$ cat config.mk
export PLATFORM = sky130hd
export DESIGN_NAME = keyed_entry_stream_parser_core
export DESIGN_NICKNAME = d
export VERILOG_FILES = /design/src/kesp_pkg.sv /design/src/keyed_entry_stream_parser_core.sv
export SDC_FILE = /design/constraint.sdc
export NUM_CORES = 1
export LEC_CHECK = 0
export ABC_AREA = 1
export BUFFER_PORTS_ARGS = -buffer_cell sky130_fd_sc_hd__buf_4
export CAP_MARGIN = 10
export CORE_MARGIN = 4
export CORE_UTILIZATION = 40
export DETAILED_ROUTE_END_ITERATION = 10
export GPL_ROUTABILITY_DRIVEN = 0
export REMOVE_ABC_BUFFERS = 1
export SLEW_MARGIN = 20
export SYNTH_ARGS = -nofsm -noshare
export SYNTH_HDL_FRONTEND = slang
export SYNTH_SLANG_ARGS = --single-unit
$ cat constraint.sdc
create_clock -name i_clk -period 6.3 [get_ports i_clk]
set_clock_uncertainty 0.1 [all_clocks]
set_input_delay 0.315 -clock i_clk [delete_from_list [all_inputs] [get_ports i_clk]]
set_output_delay 0.315 -clock i_clk [all_outputs]
set_load 0.005 [all_outputs]
$ cat src/kesp_pkg.sv
package kesp_pkg;

    typedef enum logic [1:0] {
        PH_KEY  = 2'd0,
        PH_LEN  = 2'd1,
        PH_VAL  = 2'd2,
        PH_STOP = 2'd3
    } t_phase;

    // key codes double as result kinds
    localparam logic [1:0] KIND_NAME   = 2'd0;
    localparam logic [1:0] KIND_SCRIPT = 2'd1;
    localparam logic [1:0] KIND_IFACE  = 2'd2;
    localparam logic [1:0] KIND_END    = 2'd3;
    localparam logic [1:0] KEY_UNKNOWN = 2'd3;

    localparam int NUM_KEYS      = 3;
    localparam int KEY_MAX_CHARS = 8;
    localparam int LEN_BYTES     = 4;

    localparam logic [7:0] KEY_TEXT [NUM_KEYS][KEY_MAX_CHARS] = '{
        '{8'h6e, 8'h61, 8'h6d, 8'h65, 8'h00, 8'h00, 8'h00, 8'h00},
        '{8'h6c, 8'h69, 8'h73, 8'h70, 8'h44, 8'h61, 8'h74, 8'h61},
        '{8'h71, 8'h6d, 8'h6c, 8'h46, 8'h69, 8'h6c, 8'h65, 8'h00}
    };
    localparam logic [3:0] KEY_LEN [NUM_KEYS] = '{4'd4, 4'd8, 4'd7};

    localparam int          RESQ_DEPTH = 4;
    localparam int          RESQ_AW    = $clog2(RESQ_DEPTH);
    localparam logic [31:0] PLEN_RESET = 32'd1;

    typedef struct packed {
        logic [1:0] kind;
        logic [7:0] value_byte;
        logic       first_of_value;
        logic       last_of_value;
        logic       empty_value;
        logic       status;
    } t_result;

endpackage

$ cat src/keyed_entry_stream_parser_core.sv
// Parses a decompressed package of entries (zero-terminated key, 4-byte big-endian length,
// value) one byte per cycle: the byte is decoded in the cycle it is accepted, so the input
// takes a transaction every cycle while the 4-entry result queue has room for two results.
// Value bytes of "name", "lispData" and "qmlFile" leave tagged by kind (tuser) with first
// and last marks; a byte with tlast adds an end-status result after any value result, which
// is the only case where one input byte yields two results and the queue briefly fills.
// Parsing stops for the rest of the package when a length field or value would run past
// payload_length. The user writes the length register (i_cfg_we) while idle; not enforced.
module keyed_entry_stream_parser_core
    import kesp_pkg::*;
(
    input  logic        i_clk,
    input  logic        i_rst_n,
    input  logic        i_cfg_we,
    input  logic [31:0] i_cfg_wdata,
    input  logic        i_s_tvalid,
    output logic        o_s_tready,
    input  logic [7:0]  i_s_tdata,   // [7:0] data_byte
    input  logic        i_s_tlast,   // final_byte
    output logic        o_m_tvalid,
    input  logic        i_m_tready,
    output logic [15:0] o_m_tdata,   // [7:0] value_byte, [8] first_of_value,
                                     // [9] empty_value, [10] status, [15:11] zero
    output logic [1:0]  o_m_tuser,   // kind
    output logic        o_m_tlast    // last_of_value
);

    logic [31:0] r_plen;
    t_phase      r_phase, n_phase;
    logic [31:0] r_pos, n_pos;
    logic [3:0]  r_key_idx, n_key_idx;
    logic [2:0]  r_flags, n_flags;
    logic [31:0] r_len_shift, n_len_shift;
    logic [1:0]  r_len_seen, n_len_seen;
    logic [31:0] r_val_rem, n_val_rem;
    logic [1:0]  r_cur_key, n_cur_key;
    logic        r_script, n_script;
    logic        r_iface, n_iface;

    t_result     r_q [RESQ_DEPTH];
    logic [RESQ_AW-1:0] r_wr_ptr, r_rd_ptr;
    logic [RESQ_AW:0]   r_count;

    logic        s_acc, m_acc;
    t_result     val_res, end_res, push0, push1;
    logic        val_vld, end_vld;
    logic [1:0]  push_cnt;
    t_phase      ph;
    logic [1:0]  code;
    logic [31:0] shift_new, rem_dec;

    assign o_s_tready = (r_count <= (RESQ_AW+1)'(RESQ_DEPTH - 2));
    assign s_acc      = i_s_tvalid & o_s_tready;
    assign o_m_tvalid = (r_count != '0);
    assign m_acc      = o_m_tvalid & i_m_tready;

    always_comb begin
        n_phase     = r_phase;
        n_pos       = r_pos;
        n_key_idx   = r_key_idx;
        n_flags     = r_flags;
        n_len_shift = r_len_shift;
        n_len_seen  = r_len_seen;
        n_val_rem   = r_val_rem;
        n_cur_key   = r_cur_key;
        n_script    = r_script;
        n_iface     = r_iface;
        val_res     = '0;
        end_res     = '0;
        val_vld     = 1'b0;
        end_vld     = 1'b0;
        code        = KEY_UNKNOWN;
        shift_new   = {r_len_shift[23:0], i_s_tdata};
        rem_dec     = r_val_rem - 32'd1;
        ph          = (r_pos >= r_plen) ? PH_STOP : r_phase;
        if (s_acc) begin
            n_phase = ph;
            unique case (ph)
                PH_KEY: begin
                    if (i_s_tdata == 8'd0) begin
                        for (int k = 0; k < NUM_KEYS; k++) begin
                            if (r_flags[k] && r_key_idx == KEY_LEN[k]) begin
                                code = 2'(k);
                            end
                        end
                        n_cur_key   = code;
                        n_key_idx   = '0;
                        n_flags     = '1;
                        n_len_shift = '0;
                        n_len_seen  = '0;
                        n_phase     = ({1'b0, r_pos} + 33'(LEN_BYTES + 1) > {1'b0, r_plen})
                                      ? PH_STOP : PH_LEN;
                    end else begin
                        for (int k = 0; k < NUM_KEYS; k++) begin
                            if (r_key_idx >= KEY_LEN[k] ||
                                KEY_TEXT[k][r_key_idx[2:0]] != i_s_tdata) begin
                                n_flags[k] = 1'b0;
                            end
                        end
                        if (r_key_idx != 4'hf) begin
                            n_key_idx = r_key_idx + 4'd1;
                        end
                    end
                end
                PH_LEN: begin
                    n_len_shift = shift_new;
                    if (r_len_seen == 2'(LEN_BYTES - 1)) begin
                        n_len_seen = '0;
                        if ({1'b0, r_pos} + {1'b0, shift_new} + 33'd1 > {1'b0, r_plen}) begin
                            n_phase = PH_STOP;
                        end else if (shift_new == '0) begin
                            if (r_cur_key != KEY_UNKNOWN) begin
                                val_vld                = 1'b1;
                                val_res.kind           = r_cur_key;
                                val_res.first_of_value = 1'b1;
                                val_res.last_of_value  = 1'b1;
                                val_res.empty_value    = 1'b1;
                            end
                            if (r_cur_key == KIND_SCRIPT) n_script = 1'b0;
                            if (r_cur_key == KIND_IFACE)  n_iface  = 1'b0;
                            n_phase = PH_KEY;
                        end else begin
                            if (r_cur_key == KIND_SCRIPT) n_script = 1'b1;
                            if (r_cur_key == KIND_IFACE)  n_iface  = 1'b1;
                            n_val_rem = shift_new;
                            n_phase   = PH_VAL;
                        end
                    end else begin
                        n_len_seen = r_len_seen + 2'd1;
                    end
                end
                PH_VAL: begin
                    if (r_cur_key != KEY_UNKNOWN) begin
                        val_vld                = 1'b1;
                        val_res.kind           = r_cur_key;
                        val_res.value_byte     = i_s_tdata;
                        val_res.first_of_value = (r_val_rem == r_len_shift);
                        val_res.last_of_value  = (r_val_rem == 32'd1);
                    end
                    if (r_val_rem != '0) begin
                        n_val_rem = rem_dec;
                    end
                    if (r_val_rem == '0 || rem_dec == '0) begin
                        n_phase = PH_KEY;
                    end
                end
                PH_STOP: begin
                end
                default: begin
                end
            endcase
            if (r_pos != '1) begin
                n_pos = r_pos + 32'd1;
            end
            if (i_s_tlast) begin
                end_vld        = 1'b1;
                end_res.kind   = KIND_END;
                end_res.status = !(n_script || n_iface);
                n_phase        = PH_KEY;
                n_pos          = '0;
                n_key_idx      = '0;
                n_flags        = '1;
                n_len_shift    = '0;
                n_len_seen     = '0;
                n_val_rem      = '0;
                n_cur_key      = KEY_UNKNOWN;
                n_script       = 1'b0;
                n_iface        = 1'b0;
            end
        end
        push0    = val_vld ? val_res : end_res;
        push1    = end_res;
        push_cnt = {1'b0, val_vld} + {1'b0, end_vld};
    end

    always_ff @(posedge i_clk) begin
        if (!i_rst_n) begin
            r_plen      <= PLEN_RESET;
            r_phase     <= PH_KEY;
            r_pos       <= '0;
            r_key_idx   <= '0;
            r_flags     <= '1;
            r_len_shift <= '0;
            r_len_seen  <= '0;
            r_val_rem   <= '0;
            r_cur_key   <= KEY_UNKNOWN;
            r_script    <= 1'b0;
            r_iface     <= 1'b0;
            r_wr_ptr    <= '0;
            r_rd_ptr    <= '0;
            r_count     <= '0;
        end else begin
            if (i_cfg_we) begin
                r_plen <= i_cfg_wdata;
            end
            r_phase     <= n_phase;
            r_pos       <= n_pos;
            r_key_idx   <= n_key_idx;
            r_flags     <= n_flags;
            r_len_shift <= n_len_shift;
            r_len_seen  <= n_len_seen;
            r_val_rem   <= n_val_rem;
            r_cur_key   <= n_cur_key;
            r_script    <= n_script;
            r_iface     <= n_iface;
            r_wr_ptr    <= r_wr_ptr + RESQ_AW'(push_cnt);
            if (m_acc) begin
                r_rd_ptr <= r_rd_ptr + RESQ_AW'(1);
            end
            r_count <= r_count + (RESQ_AW+1)'(push_cnt) - (RESQ_AW+1)'(m_acc);
        end
    end

    // result queue storage, up to two writes per transaction
    always_ff @(posedge i_clk) begin
        if (push_cnt != 2'd0) begin
            r_q[r_wr_ptr] <= push0;
        end
        if (push_cnt == 2'd2) begin
            r_q[r_wr_ptr + RESQ_AW'(1)] <= push1;
        end
    end

    assign o_m_tdata = {5'd0, r_q[r_rd_ptr].status, r_q[r_rd_ptr].empty_value,
                        r_q[r_rd_ptr].first_of_value, r_q[r_rd_ptr].value_byte};
    assign o_m_tuser = r_q[r_rd_ptr].kind;
    assign o_m_tlast = r_q[r_rd_ptr].last_of_value;

endmodule
==> flow_summary.ini <==
[synth]
post_synthesis_async_set_or_reset_flop_share_pct = 0
yosys_most_used_dff = sky130_fd_sc_hd__dfxtp_1
post-synth-top-area-fraction_pct = 25.2
yosysSeqAreaShare_pct = 27.5
synth.ff_latch_count = 208
synthTopCellsByArea = sky130_fd_sc_hd__dfxtp_1 25%, sky130_fd_sc_hd__ha_1 12%, sky130_fd_sc_hd__nand2_1 9.6%
yosys.area_share.adder_pct = 12.3
netlist_area_um2 = 15600
synth.distinct_cells = 66
fraction_of_the_mapped_netlist_area_in_simple_logic_gates_pct = 25.2
synthCells = 2265
synth-warning-count = 0
synthXorXnorAreaFrac_pct = 5.57
largest_family_of_logic_cells_by_synthesized_area = simple AND/OR/NAND/NOR gates
synth_compound_gate_area_share_pct = 20.8
syn-mean-instance-area_um2 = 6.87
synthDominantAreaCellType = sky130_fd_sc_hd__dfxtp_1
synth.area.mux_share_pct = 0
synth-edff-count = 12

[drt]
vias = 15800
detailedRoute.firstIterationViolations = 1386
wl_um = 50800
viasPerCell = 5.48
drt_pass1_iterations = 6
routedWlPerCell_um = 17.7
route.antenna.remaining_nets = 0
post-route-drc-count = 0

[global_route]
wire_length_of_the_first_global_routing_pass_um = 80600
grtUsageTotal_pct = 23.7
number_of_antenna_violations_at_the_first_check_in_global_routing = 1
number_of_global_route_vias_before_repair = 14800
grt_start_max_net_pins = 68
global_route.overflow_total = 0

[final_layout]
diodes = 0
design.final.nets = 2544
layout_stage_area_growth_over_the_synthesis_result_pct = 14.1
register_area_um2 = 4290
post_route_cells_drive_above_1_share_pct = 8.37
area_occupied_by_multi_input_gates_um2 = 9990
num-fill-cells = 3904
final_core_util_pct = 46.7

[die]
floorplan_die_area_um2 = 42100
rows = 71
io_pins = 67
die_width_um = 205
core_um2 = 38000
die_h_um = 205
initial_utilization_pct = 40.9

[timing]
timing_hold_violations_final = 0
layout_setup_ws_ns = 0.469
max_freq_ghz = 0.172
timing_worst_slew_pin_value_ns = 1.09
setup_violations = 0
final.min_clock_period_ns = 5.83
report.final.slew_viol_count = 0
maxSlewHeadroom_pct = 26.6
min_period_over_period_pct = 92.5
worst_hold_slack_ns = 0.0371

[clock_network]
clock_path_buffers = 3
clock-sinks = 208
tritoncts.num_buffers = 25
worst_setup_hold_path_clk_slew_ns = 0.06
clk_latency_ns = 0.56
htreeDepth = 1
cts_tree = built
clk_root_buffer_cell = sky130_fd_sc_hd__clkbuf_16

[setup_path]
cp_common_cell = sky130_fd_sc_hd__ha_1
path_max_fanout = 7
worst_setup_path_start_kind = flop
setup.reg_to_reg.worst_slack_ns = 0.47
critPathMaxStageDelay_ns = 0.40
worst_path_max_delay_cell = sky130_fd_sc_hd__dfxtp_1
end_kind = flop
timing.critical_path.required_ns = 6.69
worstReg2RegStart = r_pos[6]
timing.setup.critical_path_class = flop to flop
arrival_ns = 6.22
rr_endpoint = r_count[2]
worst_r2r_path_depth = 31

[pwr]
power.static_leakage_nw = 7.67
power.ir.vdd_worst_uv = 207
power.density_cell_area_nw_per_um2 = 255

[placed_design]
dp_hpwl_um = 38700
dp_worst_setup_slack_ns = -0.0294
port_buffers = 61

[worst_hold_path]
hold_path_stages = 4
hold_removal_path_class = input port to flop
hold_path_startpoint = i_m_tready
min_delay_worst_endpoint = r_rd_ptr[0]

[run_status]
run_status = finished clean

[job]
drv.max_cap_violation_count = 0
==> per-layer routing <==
metal | up-vias | GRT usage, % | routed length [µm]
met3 | 90 | 4.33 | 3800
met5 | - | 0 | 0
met1 | 7297 | 32.3 | 22700
met2 | 525 | 38.3 | 22800
li1 | 7854 | - | -
met4 | 0 | 7.22 | 1480
==> cell type report <==
| type | count | area share [%] |
|---|---|---|
| multi-input combinational | 1723 | 56.3 |
| sequential | 208 | 24.1 |
| timing repair buffer | 122 | 5.64 |
| inverter | 266 | 5.63 |
| clock buffer | 40 | 4.12 |
| tap | 511 | 3.60 |
| clock inverter | 6 | 0.550 |
==> cell families after synthesis <==
| family | after synthesis |
|---|---|
| AOI/OAI and AO/OA | 585 |
| buffers and inverters | 338 |
| other | 1 |
| xor gates and xnor gates | 99 |
| and+or+nand+nor | 882 |
| DFF | 208 |
| adders and majority gates | 152 |
==> synthesized netlist by cell type, types with 6 or more instances <==
master and n:
sky130_fd_sc_hd__nand3b_1 7, sky130_fd_sc_hd__o211ai_1 14, sky130_fd_sc_hd__nand4_1 44, sky130_fd_sc_hd__edfxtp_1 12
sky130_fd_sc_hd__nand2_2 12, sky130_fd_sc_hd__buf_2 7, sky130_fd_sc_hd__a21oi_2 6, sky130_fd_sc_hd__dfxtp_1 196
sky130_fd_sc_hd__o22ai_1 20, sky130_fd_sc_hd__xnor2_1 19, sky130_fd_sc_hd__nor3_1 42, sky130_fd_sc_hd__inv_1 248
sky130_fd_sc_hd__nor4_1 22, sky130_fd_sc_hd__a21oi_1 265, sky130_fd_sc_hd__nand2_1 396, sky130_fd_sc_hd__clkbuf_1 52
sky130_fd_sc_hd__o21bai_1 6, sky130_fd_sc_hd__o21ai_0 209, sky130_fd_sc_hd__ha_1 150, sky130_fd_sc_hd__o21a_1 6
sky130_fd_sc_hd__nor2_2 9, sky130_fd_sc_hd__inv_2 12, sky130_fd_sc_hd__nor2_1 209, sky130_fd_sc_hd__a211oi_1 22
sky130_fd_sc_hd__xor2_1 80, sky130_fd_sc_hd__nand3_1 117
==> cells in the final DEF (no fill, tap or decap), drive strengths merged, types with 6 or more instances in the layout <==
| master | count |
|---|---|
| ha | 150 |
| buf | 88 |
| xor2 | 80 |
| a21oi | 272 |
| clkinv | 9 |
| a211oi | 27 |
| inv | 260 |
| dfxtp | 196 |
| nor3 | 43 |
| o22ai | 20 |
| xnor2 | 19 |
| dlygate4sd3 | 34 |
| nor2 | 222 |
| o21bai | 8 |
| nand2 | 412 |
| edfxtp | 12 |
| nor4 | 23 |
| clkbuf | 40 |
| nand3 | 120 |
| o211ai | 14 |
| o21a | 6 |
| o21ai | 215 |
| nand4 | 46 |
| nand3b | 7 |
==> worst max path at each step <==
stage | from | to | slack [ns]
detailed placement | i_s_tdata[0] | r_count[2] | -0.03
floorplan | i_s_tdata[0] | r_count[2] | 0.86
global route | r_pos[0] | r_count[2] | -0.03
finish | r_pos[6] | r_count[2] | 0.47
global placement | i_s_tdata[0] | r_count[2] | 0.11
CTS | r_pos[0] | r_count[2] | 0.14
==> worst max-delay path, delay by kind of cell (launching register included) <==
kind | cells | cell delay (ns)
compound gates | 9 | 1.77
xor+xnor | 2 | 0.35
fa+ha+maj | 6 | 1.72
buf+inv | 4 | 0.20
flops | 1 | 0.40
simple gates | 10 | 1.20
==> sequential cells by signal (all words and copies together), names as in the netlist, named ones only <==
register     flops
r_len_seen       2
r_len_shift     32
r_rd_ptr         2
r_flags          3
r_wr_ptr         2
r_plen          32
r_phase          2
r_cur_key        2
r_iface          1
r_count          3
r_q             56
r_key_idx        4
r_script         1
r_pos           32
r_val_rem       32
==> per-stage QoR <==
step | power, mW | instances | TNS, ns | area [µm²]
after floorplan | 2.55 | 2197 | 0 | 15200
after global placement | 3.01 | 2793 | 0 | 16500
after detailed placement | 3.03 | 2793 | -0.0294 | 16500
after CTS | 4.54 | 2873 | 0 | 17700
after global routing | 4.80 | 2876 | -0.0252 | 17700
final | 4.53 | 2876 | 0 | 17700
==> what timing repair did <==
action | CTS | global route
buffers inserted | 0 | 3
hold buffers | 34 | 0
hold endpoints to repair | 33 | 0
gates resized for setup | 0 | 9
setup endpoints to repair | 0 | 38
==> power breakdown <==
part           internal (mW)  switching (mW)
Clock                  0.879           0.602
Combinational          0.515           0.919
Sequential              1.47           0.140
(Power assumes the default switching activity.)
